### src/design/vpfa_pkg.sv
// vpfa_pkg: types, codes and sizing constants of the video payload frame assembler
// used by every module of the block; depends on nothing
`timescale 1ns / 1ps

package vpfa_pkg;

    localparam int MAX_PACKET_BYTES = 3072;
    localparam int FRAME_LEN_BITS = 24;

    localparam int COUNT_W = 12;
    localparam int HLEN_W = 8;
    localparam int OUT_LEN_W = 24;
    localparam int CFG_DATA_W = 24;
    localparam int CFG_IDX_W = 1;
    localparam int SUM_W = ((FRAME_LEN_BITS > OUT_LEN_W) ? FRAME_LEN_BITS : OUT_LEN_W) + 1;

    localparam logic [COUNT_W-1:0] MAX_PKT = COUNT_W'(MAX_PACKET_BYTES);
    localparam logic [SUM_W-1:0] LEN_MASK = SUM_W'((SUM_W'(1) << FRAME_LEN_BITS) - SUM_W'(1));

    localparam logic [CFG_IDX_W-1:0] REG_STREAM_ENABLE = 1'd0;
    localparam logic [CFG_IDX_W-1:0] REG_MAX_FRAME_BYTES = 1'd1;

    localparam logic [2:0] ST_COMPLETED = 3'd0;
    localparam logic [2:0] ST_NO_DEVICE = 3'd1;
    localparam logic [2:0] ST_CANCELED = 3'd2;
    localparam logic [2:0] ST_ERROR = 3'd3;
    localparam logic [2:0] ST_OVERFLOW = 3'd4;
    localparam logic [2:0] ST_STALL = 3'd5;

    localparam logic [3:0] ACT_IGNORED = 4'd0;
    localparam logic [3:0] ACT_ABANDON = 4'd1;
    localparam logic [3:0] ACT_USB_ERR = 4'd2;
    localparam logic [3:0] ACT_NOTHING = 4'd3;
    localparam logic [3:0] ACT_SKIPPED = 4'd4;
    localparam logic [3:0] ACT_NO_BUF = 4'd5;
    localparam logic [3:0] ACT_HDR_ERR = 4'd6;
    localparam logic [3:0] ACT_OVERFLOW = 4'd7;
    localparam logic [3:0] ACT_APPENDED = 4'd8;
    localparam logic [3:0] ACT_DONE = 4'd9;

    typedef struct packed {
        logic [2:0]         xfer_status;
        logic [COUNT_W-1:0] byte_count;
        logic [HLEN_W-1:0]  header_length;
        logic               frame_id_bit;
        logic               header_error_bit;
        logic               end_frame_bit;
        logic               buffer_free;
    } item_t;

    typedef struct packed {
        logic [3:0]           action;
        logic [HLEN_W-1:0]    data_offset;
        logic [COUNT_W-1:0]   data_length;
        logic                 frame_restart;
        logic [OUT_LEN_W-1:0] frame_length;
    } result_t;

    typedef struct packed {
        logic                      cur_fid;
        logic                      skip;
        logic                      open;
        logic [FRAME_LEN_BITS-1:0] bytes;
    } state_t;

    typedef struct packed {
        logic                  stream_enable;
        logic [OUT_LEN_W-1:0]  max_frame_bytes;
    } cfg_t;

endpackage

### src/design/vpfa_in_reg.sv
// vpfa_in_reg: input register of the packet descriptor channel
// depends on vpfa_pkg
`timescale 1ns / 1ps

module vpfa_in_reg (
    input  logic           clk,
    input  logic           rst_n,
    input  logic           in_valid,
    input  vpfa_pkg::item_t in_item,
    output logic           in_stall,
    input  logic           advance,
    output logic           item_valid,
    output vpfa_pkg::item_t item
);

    logic            valid_reg;
    logic            valid_next;
    logic            load;
    vpfa_pkg::item_t item_reg;

    assign load = !valid_reg || advance;
    assign valid_next = load ? in_valid : valid_reg;
    assign in_stall = !load;

    always_ff @(posedge clk or negedge rst_n)
    begin
        if (!rst_n)
        begin
            valid_reg <= 1'b0;
        end
        else
        begin
            valid_reg <= valid_next;
        end
    end

    always_ff @(posedge clk)
    begin
        if (load && in_valid)
        begin
            item_reg <= in_item;
        end
    end

    assign item_valid = valid_reg;
    assign item = item_reg;

endmodule

### src/design/vpfa_decide.sv
// vpfa_decide: per-packet decision logic, result and next frame state
// depends on vpfa_pkg
`timescale 1ns / 1ps

module vpfa_decide (
    input  vpfa_pkg::item_t   item,
    input  vpfa_pkg::state_t  state,
    input  vpfa_pkg::cfg_t    cfg,
    output vpfa_pkg::result_t result,
    output vpfa_pkg::state_t  state_next
);

    logic [vpfa_pkg::COUNT_W-1:0]        count_sat;
    logic [vpfa_pkg::COUNT_W-1:0]        hlen_ext;
    logic [vpfa_pkg::COUNT_W-1:0]        data_len;
    logic                                fid_change;
    logic                                open_v;
    logic                                restart_v;
    logic [vpfa_pkg::FRAME_LEN_BITS-1:0] bytes_v;
    logic [vpfa_pkg::SUM_W-1:0]          cap_full;
    logic [vpfa_pkg::SUM_W-1:0]          cap;
    logic [vpfa_pkg::SUM_W-1:0]          sum;
    logic [vpfa_pkg::SUM_W-1:0]          held_ext;
    logic [vpfa_pkg::SUM_W-1:0]          start_ext;
    logic                                too_big;
    logic                                usb_err;

    assign count_sat = (item.byte_count > vpfa_pkg::MAX_PKT) ? vpfa_pkg::MAX_PKT
                                                             : item.byte_count;
    assign hlen_ext = vpfa_pkg::COUNT_W'(item.header_length);
    assign data_len = count_sat - hlen_ext;

    // frame-id toggle opens or restarts the frame
    assign fid_change = item.frame_id_bit != state.cur_fid;
    assign open_v = fid_change ? 1'b1 : state.open;
    assign restart_v = fid_change && state.open;
    assign bytes_v = fid_change ? '0 : state.bytes;

    assign cap_full = vpfa_pkg::SUM_W'(cfg.max_frame_bytes);
    assign cap = (cap_full > vpfa_pkg::LEN_MASK) ? vpfa_pkg::LEN_MASK : cap_full;
    assign sum = vpfa_pkg::SUM_W'(bytes_v) + vpfa_pkg::SUM_W'(data_len);
    assign too_big = sum > cap;
    assign held_ext = vpfa_pkg::SUM_W'(state.bytes);
    assign start_ext = vpfa_pkg::SUM_W'(bytes_v);

    assign usb_err = (item.xfer_status == vpfa_pkg::ST_ERROR)
                  || (item.xfer_status == vpfa_pkg::ST_OVERFLOW)
                  || (item.xfer_status == vpfa_pkg::ST_STALL);

    always_comb
    begin
        result.action = vpfa_pkg::ACT_IGNORED;
        result.data_offset = '0;
        result.data_length = '0;
        result.frame_restart = 1'b0;
        result.frame_length = held_ext[vpfa_pkg::OUT_LEN_W-1:0];
        state_next = state;
        priority if (!cfg.stream_enable)
        begin
            result.action = vpfa_pkg::ACT_IGNORED;
        end
        else if (item.xfer_status == vpfa_pkg::ST_NO_DEVICE
                 || item.xfer_status == vpfa_pkg::ST_CANCELED)
        begin
            result.action = vpfa_pkg::ACT_ABANDON;
        end
        else if (usb_err)
        begin
            state_next.skip = 1'b1;
            result.action = vpfa_pkg::ACT_USB_ERR;
        end
        else if (item.xfer_status != vpfa_pkg::ST_COMPLETED || item.byte_count == '0)
        begin
            result.action = vpfa_pkg::ACT_NOTHING;
        end
        else if (fid_change && !state.open && !item.buffer_free)
        begin
            state_next.cur_fid = item.frame_id_bit;
            state_next.skip = 1'b1;
            result.action = vpfa_pkg::ACT_NO_BUF;
            result.frame_length = '0;
        end
        else if (!fid_change && state.skip)
        begin
            result.action = vpfa_pkg::ACT_SKIPPED;
        end
        else
        begin
            state_next.cur_fid = item.frame_id_bit;
            state_next.skip = 1'b0;
            state_next.open = open_v;
            state_next.bytes = bytes_v;
            result.frame_restart = restart_v;
            result.frame_length = start_ext[vpfa_pkg::OUT_LEN_W-1:0];
            priority if (count_sat <= hlen_ext)
            begin
                result.action = vpfa_pkg::ACT_NOTHING;
            end
            else if (item.header_error_bit)
            begin
                state_next.skip = 1'b1;
                result.action = vpfa_pkg::ACT_HDR_ERR;
            end
            else if (!open_v || too_big)
            begin
                state_next.skip = 1'b1;
                result.action = vpfa_pkg::ACT_OVERFLOW;
            end
            else if (item.end_frame_bit)
            begin
                state_next.open = 1'b0;
                state_next.bytes = '0;
                result.action = vpfa_pkg::ACT_DONE;
                result.data_offset = item.header_length;
                result.data_length = data_len;
                result.frame_length = sum[vpfa_pkg::OUT_LEN_W-1:0];
            end
            else
            begin
                state_next.bytes = sum[vpfa_pkg::FRAME_LEN_BITS-1:0];
                result.action = vpfa_pkg::ACT_APPENDED;
                result.data_offset = item.header_length;
                result.data_length = data_len;
                result.frame_length = sum[vpfa_pkg::OUT_LEN_W-1:0];
            end
        end
    end

endmodule

### src/design/vpfa_out_reg.sv
// vpfa_out_reg: result register of the output channel
// depends on vpfa_pkg
`timescale 1ns / 1ps

module vpfa_out_reg (
    input  logic              clk,
    input  logic              rst_n,
    input  logic              load_valid,
    input  vpfa_pkg::result_t load_result,
    input  logic              out_stall,
    output logic              advance,
    output logic              out_valid,
    output vpfa_pkg::result_t result
);

    logic              valid_reg;
    logic              valid_next;
    vpfa_pkg::result_t result_reg;

    // register is free when empty or its transfer completes this cycle
    assign advance = !valid_reg || !out_stall;
    assign valid_next = advance ? load_valid : valid_reg;

    always_ff @(posedge clk or negedge rst_n)
    begin
        if (!rst_n)
        begin
            valid_reg <= 1'b0;
        end
        else
        begin
            valid_reg <= valid_next;
        end
    end

    always_ff @(posedge clk)
    begin
        if (advance && load_valid)
        begin
            result_reg <= load_result;
        end
    end

    assign out_valid = valid_reg;
    assign result = result_reg;

endmodule

### src/design/video_payload_frame_assembler.sv
// Video payload frame assembler top level: handshakes, configuration and frame state
// depends on vpfa_pkg, vpfa_in_reg, vpfa_decide, vpfa_out_reg
`timescale 1ns / 1ps

// One packet descriptor is taken per clock cycle while in_stall is low and gives exactly one
// result: the descriptor lands in an input register, the decision logic evaluates it
// against the frame state (frame id, skip flag, open flag, byte count) and the result
// register captures the outcome while the state updates at the same edge, so the next
// descriptor always sees the effect of the previous one. The per-cycle rate is set by the
// state register loop, whose longest path is one frame-length add and capacity compare.
// in_stall rises only when both registers hold data and the output is stalled. Write the
// configuration registers only while no descriptor is in flight; writing stream_enable
// low also releases any frame buffer held.

module video_payload_frame_assembler (
    input  logic                               clk,
    input  logic                               rst_n,
    input  logic                               cfg_write,
    input  logic [vpfa_pkg::CFG_IDX_W-1:0]     cfg_index,
    input  logic [vpfa_pkg::CFG_DATA_W-1:0]    cfg_data,
    input  logic                               in_valid,
    output logic                               in_stall,
    input  logic [2:0]                         xfer_status,
    input  logic [vpfa_pkg::COUNT_W-1:0]       byte_count,
    input  logic [vpfa_pkg::HLEN_W-1:0]        header_length,
    input  logic                               frame_id_bit,
    input  logic                               header_error_bit,
    input  logic                               end_frame_bit,
    input  logic                               buffer_free,
    output logic                               out_valid,
    input  logic                               out_stall,
    output logic [3:0]                         action,
    output logic [vpfa_pkg::HLEN_W-1:0]        data_offset,
    output logic [vpfa_pkg::COUNT_W-1:0]       data_length,
    output logic                               frame_restart,
    output logic [vpfa_pkg::OUT_LEN_W-1:0]     frame_length
);

    vpfa_pkg::item_t   in_item;
    vpfa_pkg::item_t   item;
    logic              item_valid;
    logic              advance;
    vpfa_pkg::cfg_t    cfg_reg;
    vpfa_pkg::cfg_t    cfg_next;
    vpfa_pkg::state_t  state_reg;
    vpfa_pkg::state_t  state_next;
    vpfa_pkg::state_t  decide_state;
    vpfa_pkg::result_t decide_result;
    vpfa_pkg::result_t result;

    assign in_item.xfer_status = xfer_status;
    assign in_item.byte_count = byte_count;
    assign in_item.header_length = header_length;
    assign in_item.frame_id_bit = frame_id_bit;
    assign in_item.header_error_bit = header_error_bit;
    assign in_item.end_frame_bit = end_frame_bit;
    assign in_item.buffer_free = buffer_free;

    vpfa_in_reg u_in_reg (
        .clk        (clk),
        .rst_n      (rst_n),
        .in_valid   (in_valid),
        .in_item    (in_item),
        .in_stall   (in_stall),
        .advance    (advance),
        .item_valid (item_valid),
        .item       (item)
    );

    vpfa_decide u_decide (
        .item       (item),
        .state      (state_reg),
        .cfg        (cfg_reg),
        .result     (decide_result),
        .state_next (decide_state)
    );

    vpfa_out_reg u_out_reg (
        .clk         (clk),
        .rst_n       (rst_n),
        .load_valid  (item_valid),
        .load_result (decide_result),
        .out_stall   (out_stall),
        .advance     (advance),
        .out_valid   (out_valid),
        .result      (result)
    );

    always_comb
    begin
        cfg_next = cfg_reg;
        state_next = state_reg;
        if (advance && item_valid)
        begin
            state_next = decide_state;
        end
        if (cfg_write)
        begin
            unique case (cfg_index)
                vpfa_pkg::REG_STREAM_ENABLE:
                begin
                    cfg_next.stream_enable = cfg_data[0];
                    if (!cfg_data[0])
                    begin
                        state_next.open = 1'b0;
                        state_next.bytes = '0;
                    end
                end
                vpfa_pkg::REG_MAX_FRAME_BYTES:
                begin
                    cfg_next.max_frame_bytes = cfg_data;
                end
                default:
                begin
                    cfg_next = cfg_reg;
                end
            endcase
        end
    end

    always_ff @(posedge clk or negedge rst_n)
    begin
        if (!rst_n)
        begin
            cfg_reg.stream_enable <= 1'b0;
            cfg_reg.max_frame_bytes <= '1;
            state_reg <= '0;
        end
        else
        begin
            cfg_reg <= cfg_next;
            state_reg <= state_next;
        end
    end

    assign action = result.action;
    assign data_offset = result.data_offset;
    assign data_length = result.data_length;
    assign frame_restart = result.frame_restart;
    assign frame_length = result.frame_length;

endmodule

### config.mk
export PLATFORM = sky130hd
export DESIGN_NAME = video_payload_frame_assembler
export DESIGN_NICKNAME = d
export VERILOG_FILES = /design/src/design/vpfa_pkg.sv /design/src/design/vpfa_in_reg.sv /design/src/design/vpfa_decide.sv /design/src/design/vpfa_out_reg.sv /design/src/design/video_payload_frame_assembler.sv
export SDC_FILE = /design/constraint.sdc
export NUM_CORES = 1
export LEC_CHECK = 0
export ABC_CLOCK_PERIOD_IN_PS = 16300
export BUFFER_PORTS_ARGS = -buffer_cell sky130_fd_sc_hd__buf_2
export CAP_MARGIN = 20
export CORE_MARGIN = 5
export CORE_UTILIZATION = 55
export DETAILED_ROUTE_END_ITERATION = 7
export GPL_TIMING_DRIVEN = 0
export PLACE_DENSITY = 0.84
export SETUP_SLACK_MARGIN = 0.5
export SLEW_MARGIN = 20
export SYNTH_ARGS = -nofsm -noshare
export SYNTH_HDL_FRONTEND = slang
export SYNTH_HIERARCHICAL = 1
export SYNTH_SLANG_ARGS = --single-unit
### constraint.sdc
create_clock -name clk -period 16.3 [get_ports clk]
set_input_delay 2.445 -clock clk [delete_from_list [all_inputs] [get_ports clk]]
set_output_delay 2.445 -clock clk [all_outputs]
set_load 0.05 [all_outputs]
# ---- After elaboration in Yosys (flattened, before gate mapping)
# Index checks and enable logic that the tools add are counted.
dict set report totals {
  input_bits 57
  mem_bits_ro 0
  memories 0
  elab_cells 115
  ff_bits 130
  latchBits 0
  ramBits 0
}
dict set report classes {
  n_bitwise 5
  shift 0
  n_eq_ne 9
  n_lt_le_gt_ge 4
  n_div 0
  add_sub_neg 2
  mul 0
  n_mux 41
  n_reduce_logical 31
}
# op n
set op_table {}
lappend op_table {{$mux W24} 12}
lappend op_table {{$mux W25} 10}
lappend op_table {{$mux W26} 2}
lappend op_table {{$mux W27} 1}
lappend op_table {{$add A24 B12 Y25} 1}
lappend op_table {{$gt A25 B25 Y1} 1}
lappend op_table {{$gt A24 B24 Y1 const B} 1}
lappend op_table {{$mux W21} 1}
lappend op_table {{$mux W3} 5}
lappend op_table {{$gt A12 B12 Y1 const B} 1}
lappend op_table {{$le A12 B8 Y1} 1}
lappend op_table {{$logic_not A12 Y1} 1}
lappend op_table {{$mux W12} 1}
lappend op_table {{$sub A12 B8 Y12} 1}
lappend op_table {{$reduce_or A9 Y1} 1}
lappend op_table {{$logic_not A1 Y1} 8}
lappend op_table {{$logic_or A1 B1 Y1} 7}
lappend op_table {{$eq A3 B2 Y1 const B} 2}
lappend op_table {{$eq A3 B3 Y1 const B} 2}
lappend op_table {{$logic_and A1 B1 Y1} 6}
lappend op_table {{$mux W1} 6}
lappend op_table {{$mux W2} 3}
lappend op_table {{$reduce_and A6 Y1} 1}
lappend op_table {{$reduce_or A6 Y1} 1}
lappend op_table {{10 further kinds} 16}

# ---- Longest topological paths before layout
# Gate-level depths: netlist of run 1.
dict set report logic_depth {
  word_depth 19
  depth_mapped 36
}

# ---- By module
# Netlist of run 1, hierarchy kept.
# mod cells_per_inst area_each_um2 instances
set by_module_without_submodules {}
lappend by_module_without_submodules {vpfa_decide 562 3708.6 1}
lappend by_module_without_submodules {video_payload_frame_assembler 174 2254.7 1}
lappend by_module_without_submodules {vpfa_out_reg 53 1519.0 1}
lappend by_module_without_submodules {vpfa_in_reg 32 868.3 1}

# ---- Worst setup path after synthesis of run 1
# No wires, ideal clock.
dict set report synth_timing {
  path_type {flip-flop to flip-flop}
  startpoint {register u_in_reg.item_reg, in the netlist u_in_reg/item[23]}
  endpoint {register u_out_reg.result_reg, in the netlist u_out_reg/result[16], data pin}
  synth_period_minus_slack_ns 6.559
  t_arrival_ns 6.303
  required_ns 16.044
  slack_ns 9.741
  stages_incl_launch_ff 34
  path_cell_list {edfxtp_1 nand2_1 clkbuf_1 and2_1 ha_1 nor2b_1 o21ai_0 a21boi_0 o31a_1 o41ai_1 nor2b_1 o21ai_0 ha_1 nand4_1 a21oi_1 a21boi_1 o21ba_1 buf_6 nor4_4 nand3_1 xnor2_1 and2_1 ha_1 nand3_2 nor4_4 nand2_1 a21o_1 and2_1 buf_2 o21ai_2 or2_2 inv_2 buf_2 a22o_1}
}
# element line_no
set synth_lines {}
lappend synth_lines {{from (decl)} vpfa_in_reg.sv:19} ;# vpfa_pkg::item_t item_reg;
lappend synth_lines {{from (signal assigned)} vpfa_in_reg.sv:41} ;# item_reg <= in_item;
lappend synth_lines {{to (signal assigned)} vpfa_out_reg.sv:40} ;# result_reg <= load_result;
lappend synth_lines {{to (decl)} vpfa_out_reg.sv:18} ;# vpfa_pkg::result_t result_reg;

==> results of run 1 <==
critical path, delay by kind of cell, from the launching register on:
family,cells,cell delay (ns)
simple gates,11,2.36
xor+xnor,1,0.19
buf+inv,4,0.99
compound gates,13,3.13
fa+ha+maj,3,0.90
flops,1,0.46
cells by family (layout without fill, tap and decap cells):
family | Yosys count | after routing | synth area share [%]
buffers and inverters | 93 | 234 | 5.08
flip-flops | 130 | 130 | 43.9
AND/OR/NAND/NOR | 270 | 270 | 16.9
multiplexers | 28 | 28 | 3.78
adder cells (fa/ha/maj) | 49 | 49 | 7.52
XOR/XNOR | 30 | 30 | 3.24
AO/OA/AOI/OAI | 221 | 221 | 19.6
Yosys cell counts, types with 3 or more instances:
| cell type | count |
|---|---|
| nor2b_1 | 4 |
| a21oi_1 | 55 |
| and2_1 | 39 |
| o21ai_0 | 22 |
| xnor2_1 | 24 |
| o21ai_1 | 6 |
| o21a_1 | 4 |
| a22o_1 | 26 |
| buf_2 | 17 |
| a21o_1 | 10 |
| nand2_1 | 64 |
| edfxtp_1 | 76 |
| buf_6 | 5 |
| nand4_1 | 10 |
| o41ai_1 | 5 |
| ha_1 | 47 |
| a211oi_1 | 6 |
| nor2_1 | 52 |
| o31ai_1 | 8 |
| a2bb2oi_1 | 4 |
| dfstp_2 | 24 |
| nor4_1 | 9 |
| nand2b_1 | 7 |
| nand3_1 | 43 |
| xor2_1 | 5 |
| a21boi_2 | 3 |
| nor3_1 | 10 |
| nand3_2 | 4 |
| mux2_2 | 28 |
| o31a_1 | 3 |
| clkbuf_1 | 18 |
| and3_1 | 8 |
| o211ai_1 | 5 |
| a21bo_2 | 25 |
| inv_1 | 47 |
| a31oi_1 | 4 |
| buf_4 | 4 |
| o311ai_0 | 3 |
| dfrtp_1 | 30 |
| or3_1 | 3 |
| or4_1 | 4 |
cell type report:
type | count | area share (%)
Multi-Input combinational cell | 598 | 43.7
Sequential cell | 130 | 37.5
Tap cell | 188 | 2.41
Clock buffer | 18 | 4.39
Inverter | 48 | 1.84
Clock inverter | 14 | 1.56
Timing Repair Buffer | 109 | 6.07
Buffer | 45 | 2.50
power by group through the flow:
stage / clock network, mW / logic [mW] / registers, mW
2_1_floorplan: 0 / 0.153 / 0.433
4_1_cts: 0.383 / 0.263 / 0.399
3_5_place_dp: 0 / 0.261 / 0.405
5_1_grt: 0.399 / 0.288 / 0.402
3_3_place_gp: 0 / 0.250 / 0.404
6_report: 0.379 / 0.270 / 0.399
worst max path at each step:
stage	startpoint	slack, ns	cells after the start	endpoint
detailed placement	u_in_reg/item[23]$_DFFE_PP_	8.42	33	u_out_reg/result[5]$_DFFE_PP_
finish	u_in_reg/item[23]$_DFFE_PP_	8.11	32	u_out_reg/result[5]$_DFFE_PP_
floorplan	u_in_reg/item[23]$_DFFE_PP_	9.74	33	u_out_reg/result[16]$_DFFE_PP_
global placement	u_in_reg/item[23]$_DFFE_PP_	8.50	33	u_out_reg/result[5]$_DFFE_PP_
global route	u_in_reg/item[23]$_DFFE_PP_	7.58	35	state_reg[8]$_DFF_PN0_
CTS	u_in_reg/item[23]$_DFFE_PP_	8.34	33	u_out_reg/result[5]$_DFFE_PP_
routing by layer:
layer | share of wire (%) | GRT usage, %
met5 | 0 | 0
met4 | 2.5 | 8.74
met3 | 9.8 | 5.85
met2 | 45 | 41.3
met1 | 42 | 36.8
through the flow:
| stage | hold WS, ns | area, sq um | total power, mW | instances |
|---|---|---|---|---|
| global route | 0.562 | 9770 | 1.09 | 1150 |
| CTS | 0.539 | 9770 | 1.05 | 1150 |
| detailed placement | 0.525 | 9190 | 0.667 | 1118 |
| global placement | 0.517 | 9120 | 0.655 | 1116 |
| finish | 0.540 | 9770 | 1.05 | 1150 |
| floorplan | 0.500 | 8350 | 0.585 | 821 |
==> reports/results.ini, run 1 <==
[die]
core-area_sq_mm=0.0150
rows=45
die_area_sq_mm=0.0177
die_y_um=133
start_util_pct=55.5
die_w_um=133
io_pins=108

[timing]
period_share_pct=50.2
fmax_mhz=122
worstMarginPinSlew_ns=0.960
maxSlewViolCount=0
finClkSkew_ns=0.0106
fin_setup_tns_ns=0
rsz0062_at_grt=no
finalHoldViolCount=0
finalCriticalPeriod_ns=8.19
fin_ws_ns=8.11
max_slew_margin_pct=35.3
setup-violations-final=0

[synth]
synth_edf_count=76
avgSynthCellArea_sq_um=10.2
synth_top_cell_by_area=edfxtp_1
yosysUniqueCellTypes=79
syn_nets=927
ys_seq_elements=130
syn-cell-area_sq_mm=0.00835
synth_flop_cell=edfxtp_1
synth_top_area_share_pct=27.3
ys_seq_area_share_pct=43.9
yosys-top-cells-area=edfxtp_1 27%, dfrtp_1 9.0%, dfstp_2 7.6%
yosys_warnings=6
synth_cells=821
async_flop_share_pct=41.5

[clock_tree]
post-cts-setup-buffer-count=0
cts-root-buf=clkbuf_16
cts_tree=done
clockBufferDepth=2
clk_latency_ns=0.43
post_cts_resized=0
clk_pin_slew_worst_paths_ns=0.06
htreeDepth=4
ctsHoldBuffers=0
cts.sinks=130
cts_buffers=17

[run_status]
outcome=finished clean

[min_path]
min-delay-start=state_reg[25]$_DFFE_PN0N_
holdPathStages=1
whs_endpoint=state_reg[25]$_DFFE_PN0N_
holdCritPathClass=reg2reg

[power]
p_comb_share_pct=25.7
seqPwrFrac_pct=38.1
p_int_mw=0.695
p_sw_share_pct=33.6
power_frac_clock_pct=36.2
power.density_mw_per_mm2=107
ir_drop_v=0.0000780
power_leakage_nw=4.18
switching_power_mw=0.352

[setup_path]
arrival_ns=8.46
crit_fanout=10
rrSetupSlack_ns=8.11
reg2regPathDepth=32
cp-end-kind=flip-flop
reg2reg_from=u_in_reg/item[23]$_DFFE_PP_
critPathKind=reg2reg
start_kind=flip-flop
reg2reg_to=u_out_reg/result[5]$_DFFE_PP_
cpMaxStageDelayCell=nor4_4
critPathRequiredTime_ns=16.57
cp_slowest_stage_delay_ns=0.55

[final_layout]
layout_commonest_cell=buf_2
fillers=1190
final_nets=1055
seq_area_sq_mm=0.00366
n_antenna_cell=0
largest_reg_flops=49
post-route-util_pct=65.0
area_growth_pct=17.0
multi_input_area_sq_mm=0.00427
final_cell_mix=123 x buf_2, 76 x edfxtp_1, 64 x nand2_1
drive_gt1_share_pct=27.9

[global_routing]
grt_usage_pct=26.4
grt_pass1_wl_um=36700
antenna_found_initial=0
grt_remaining_overflow=0
grt_max_degree=55
grt_pass1_vias=6856

[drt]
drt-total-wl_um=23400
drt_iter0_markers=1047
viasPerCell=6.23
vias=7166
dr.pass1.iters=8
routedWlPerCell_um=20.3
drc=0
ant_nets=0

[placed_design]
numPortBuffers=107
dp_hpwl_um=17500
place_congestion=0.992
dpl_worst_slack_ns=8.42

[flow_run]
maxCapViolations=0

Power figures use the tool's default switching activity.
==> run 2: changes to the inputs <==
- ABC_CLOCK_PERIOD_IN_PS: 16300 -> 8000
- clock period: 16.3 -> 8 ns (I/O delays scaled with it)
==> run 2 against run 1 <==
Setup slack lost 7.4 ns. Highest routed layer unchanged. Final cell count grew 0.52%. Power grew 100%. Count of clock-buffer cells in the layout is the same. Routed wire length grew 1.5%. Design area grew 1.0%. Register-to-register slack lost 7.4 ns. Hold slack lost 0.0016 ns. Fmax grew 12%.
==> reports/results.ini, run 2 (synthesis results as in run 1) <==
[global_routing]
grt_max_degree=55
grt_pass1_wl_um=36800
grt_usage_pct=26.5
antenna_found_initial=0
grt_remaining_overflow=0
grt_pass1_vias=6870

[drt]
drt-total-wl_um=23700
wl_met3_um=2320
drc=0
vias=7254
met2_length_um=10600
viasPerCell=6.28
routedWlPerCell_um=20.5
drt_iter0_markers=928
met1_length_um=10000
dr.max_layer_used=met4
ant_nets=0
dr.pass1.iters=6

[flow_run]
maxCapViolations=0

[timing]
fmax_mhz=137
max_slew_margin_pct=35.8
maxSlewViolCount=0
finalCriticalPeriod_ns=7.30
finClkSkew_ns=0.00990
setup-violations-final=0
rsz0062_at_grt=no
worstMarginPinSlew_ns=0.953
fin_setup_tns_ns=0
finalHoldViolCount=0
fin_ws_ns=0.702
whs_ns=0.538
period_share_pct=91.2

[final_layout]
seq_area_sq_mm=0.00366
multi_input_area_sq_mm=0.00432
n_antenna_cell=0
largest_reg_flops=49
area_growth_pct=18.2
final_cell_mix=122 x buf_2, 76 x edfxtp_1, 64 x nand2_1
final_nets=1061
drive_gt1_share_pct=29.2
fillers=1179
post-route-util_pct=65.6
layout_commonest_cell=buf_2

[clock_tree]
cts_buffers=17
htreeDepth=4
clk_pin_slew_worst_paths_ns=0.06
cts.sinks=130
ctsHoldBuffers=0
cts_tree=done
clockBufferDepth=2
clk_latency_ns=0.43
cts-root-buf=clkbuf_16

[setup_path]
cp_slowest_stage_delay_ns=0.50
arrival_ns=7.57
cpMaxStageDelayCell=clkbuf_1
critPathRequiredTime_ns=8.27
crit_fanout=10
critPathKind=reg2reg
start_kind=flip-flop
cp-end-kind=flip-flop

[power]
power.density_mw_per_mm2=217
power_leakage_nw=4.23
ir_drop_v=0.000161
power.total_mw=2.14

[placed_design]
place_congestion=0.992
dpl_worst_slack_ns=0.120
numPortBuffers=107
dp_hpwl_um=17500

[die]
io_pins=108
die_w_um=133
die_y_um=133
die_area_sq_mm=0.0177
start_util_pct=55.5
rows=45
core-area_sq_mm=0.0150

[run_status]
outcome=finished clean

[min_path]
holdCritPathClass=reg2reg

run 2: power by group:
group          switching [mW]  total (mW)  internal [mW]  leakage (nW)
sequential             0.0303       0.813          0.782          1.41
clock                   0.309       0.771          0.462         0.276
combinational           0.381       0.560          0.179          2.54
total                   0.720        2.14           1.42          4.23
run 2: cell type report:
type | count | area share [%]
flip-flops and latches | 130 | 37.1
multi-input cells | 598 | 43.7
plain buffers | 45 | 2.57
well taps | 188 | 2.38
clock inverters | 14 | 1.55
repair buffers | 115 | 6.47
clock buffers | 18 | 4.35
inverters | 48 | 1.83
run 2: repair_timing:
item | CTS | global route
setup buffers | 1 | 5
endpoints found under the setup margin | 71 | 73
gates resized for setup | 4 | 14
pin swaps | 1 | 2
endpoints found under the hold margin | 0 | 0
run 2: final timing paths:
check / startpoint / end / cells after the start / slack, ns
max in group asynchronous: rst_n / state_reg[10]$_DFF_PN0_ / 1 / 6.68
worst min-delay path: state_reg[25]$_DFFE_PN0N_ / state_reg[25]$_DFFE_PN0N_ / 1 / 0.54
min in group asynchronous: rst_n / state_reg[14]$_DFF_PN0_ / 1 / 0.81
worst max register to register: u_in_reg/item[3]$_DFFE_PP_ / u_out_reg/result[5]$_DFFE_PP_ / 26 / 0.70
worst max-delay path: u_in_reg/item[3]$_DFFE_PP_ / u_out_reg/result[5]$_DFFE_PP_ / 26 / 0.70
worst min register to register: state_reg[25]$_DFFE_PN0N_ / state_reg[25]$_DFFE_PN0N_ / 1 / 0.54
run 2: worst max-delay path, delay by kind of cell (launching register included):
family | cells | cell delay [ns]
DFF | 1 | 0.47
and+or+nand+nor | 6 | 1.09
buffers and inverters | 7 | 1.90
xor gates and xnor gates | 2 | 0.63
adders and majority gates | 2 | 0.60
AOI/OAI and AO/OA | 9 | 2.41
run 2: metal layers:
layer  up-vias  track usage [%]
li1       3297                -
met2       419             41.2
met3        71             6.38
met1      3467             36.5
met5         -                0
met4         0             9.37
run 2: through the flow:
step	cells	instance area, sq um
after CTS	1151	9790
after detailed placement	1118	9190
after global placement	1116	9120
final	1156	9870
after global routing	1156	9870
after floorplan	821	8350
==> run 3: changes to the inputs <==
- CTS_BUF_LIST: unset -> sky130_fd_sc_hd__clkbuf_8
- TNS_END_PERCENT: unset -> 50
==> run 3 against run 2 <==
Final cell count rose by 0.35%. Flip-flop and latch count is the same. First-iteration DRC count fell by 1.7%. Critical endpoint unchanged. Largest cell class unchanged. Highest routed layer unchanged.
==> reports/results.ini, run 3 (synthesis results as in run 1) <==
[global_routing]
grt_usage_pct=26.2
grt_max_degree=55
grt_pass1_vias=6786
grt_remaining_overflow=0
antenna_found_initial=0
grt_pass1_wl_um=36500

[run_status]
outcome=finished clean

[die]
rows=45
start_util_pct=55.5
die_w_um=133
core-area_sq_mm=0.0150
die_area_sq_mm=0.0177
io_pins=108
die_y_um=133

[setup_path]
worstSetupPathDepth=30
cp-end-kind=flip-flop
worstPathBufferInverterCount=5
startpoint=u_in_reg/item[23]$_DFFE_PP_
reg2regPathDepth=30
reg2reg_to=u_out_reg/result[5]$_DFFE_PP_
timing.critical_path.mode_cell=ha_1
critPathKind=reg2reg
critPathCapture=u_out_reg/result[5]$_DFFE_PP_
crit_fanout=10
rrSetupSlack_ns=0.80
start_kind=flip-flop
cpMaxStageDelayCell=o21a_1
reg2reg_from=u_in_reg/item[23]$_DFFE_PP_
arrival_ns=7.50
cp_slowest_stage_delay_ns=0.43
critPathRequiredTime_ns=8.29
crit_family=compound AO/OA/AOI/OAI gates

[power]
p_int_mw=1.24
power_frac_clock_pct=29.0
switching_power_mw=0.693
seqPwrFrac_pct=42.0
power_leakage_nw=4.18
power.density_mw_per_mm2=199
p_comb_share_pct=29.1
ir_drop_v=0.000133
p_sw_share_pct=35.8

[clock_tree]
clk_pin_slew_worst_paths_ns=0.08
cts_tree=done
cts.sinks=130
clk_latency_ns=0.46
clockBufferDepth=2
cts_buffers=17
ctsHoldBuffers=0
cts-root-buf=clkbuf_8
htreeDepth=4

[timing]
maxSlewViolCount=0
setup-violations-final=0
finalCriticalPeriod_ns=7.20
finalHoldViolCount=0
rsz0062_at_grt=no
worstMarginPinSlew_ns=0.927
fin_ws_ns=0.799
period_share_pct=90.0
fin_setup_tns_ns=0
finClkSkew_ns=0.0176
fmax_mhz=139
max_slew_margin_pct=37.6

[final_layout]
final_nets=1065
final_cell_mix=122 x buf_2, 76 x edfxtp_1, 64 x nand2_1
post-route-util_pct=64.7
area_growth_pct=16.6
n_antenna_cell=0
largest_reg_flops=49
drive_gt1_share_pct=29.7
layout_commonest_cell=buf_2

[placed_design]
numPortBuffers=107
dp_hpwl_um=17500
place_congestion=0.992
dpl_worst_slack_ns=0.120

[drt]
routedWlPerCell_um=20.2
drt_iter0_markers=912
drt-total-wl_um=23400
dr.pass1.iters=8
drc=0
viasPerCell=6.20
vias=7194
ant_nets=0

[flow_run]
maxCapViolations=0

[min_path]
holdCritPathClass=reg2reg

==> run 3: cell types whose count changed in the layout (fill, tap and decap cells not counted), moves of 2 or more <==
cell / change
buf_4: +4
clkbuf_16: -17
clkbuf_8: +17
xnor2_1: -2
==> run 3: area by class of cell <==
type | instances | area (sq um)
inverters | 48 | 180
clock inverters | 15 | 156
fillers | 1199 | 5300
clock buffers | 17 | 234
plain buffers | 45 | 254
repair buffers | 119 | 668
well taps | 188 | 235
flip-flops and latches | 130 | 3660
multi-input cells | 598 | 4340
==> run 3: how the worst min path moves through the flow <==
stage                                         start                         to  slack (ns)  cells past startpoint
after floorplan           state_reg[25]$_DFFE_PN0N_  state_reg[25]$_DFFE_PN0N_        0.50                      1
after global placement    state_reg[25]$_DFFE_PN0N_  state_reg[25]$_DFFE_PN0N_        0.52                      1
after detailed placement  state_reg[25]$_DFFE_PN0N_  state_reg[25]$_DFFE_PN0N_        0.53                      1
after CTS                 state_reg[25]$_DFFE_PN0N_  state_reg[25]$_DFFE_PN0N_        0.54                      1
after global routing      state_reg[25]$_DFFE_PN0N_  state_reg[25]$_DFFE_PN0N_        0.57                      1
final                     state_reg[25]$_DFFE_PN0N_  state_reg[25]$_DFFE_PN0N_        0.54                      1
==> run 3: power by group through the flow <==
stage	combinational (mW)	clock, mW	sequential, mW
2_1_floorplan	0.311	0	0.882
4_1_cts	0.538	0.570	0.812
6_report	0.563	0.561	0.813
3_5_place_dp	0.532	0	0.826
3_3_place_gp	0.510	0	0.824
5_1_grt	0.602	0.600	0.820
==> run 3: layer usage <==
metal,up-vias,GRT usage (%),part of all wire [%]
met5,-,0,0
met4,0,8.46,2.2
met3,42,5.25,11
met2,454,41.0,46
met1,3393,36.7,41
li1,3305,-,-
==> run 3: repair_timing <==
| action | 4_1_cts | 5_1_grt |
|---|---|---|
| gates resized for setup | 4 | 17 |
| endpoints found under the setup margin | 70 | 74 |
| buffers inserted | 0 | 10 |
| pin swaps | 1 | 3 |
==> run 3: through the flow <==
step	cell area [sq um]	power, mW	hold WS [ns]	std cells
4_1_cts	9590	1.92	0.545	1150
5_1_grt	9730	2.02	0.568	1160
2_1_floorplan	8350	1.19	0.500	821
3_3_place_gp	9120	1.33	0.517	1116
6_report	9730	1.94	0.545	1160
3_5_place_dp	9190	1.36	0.525	1118
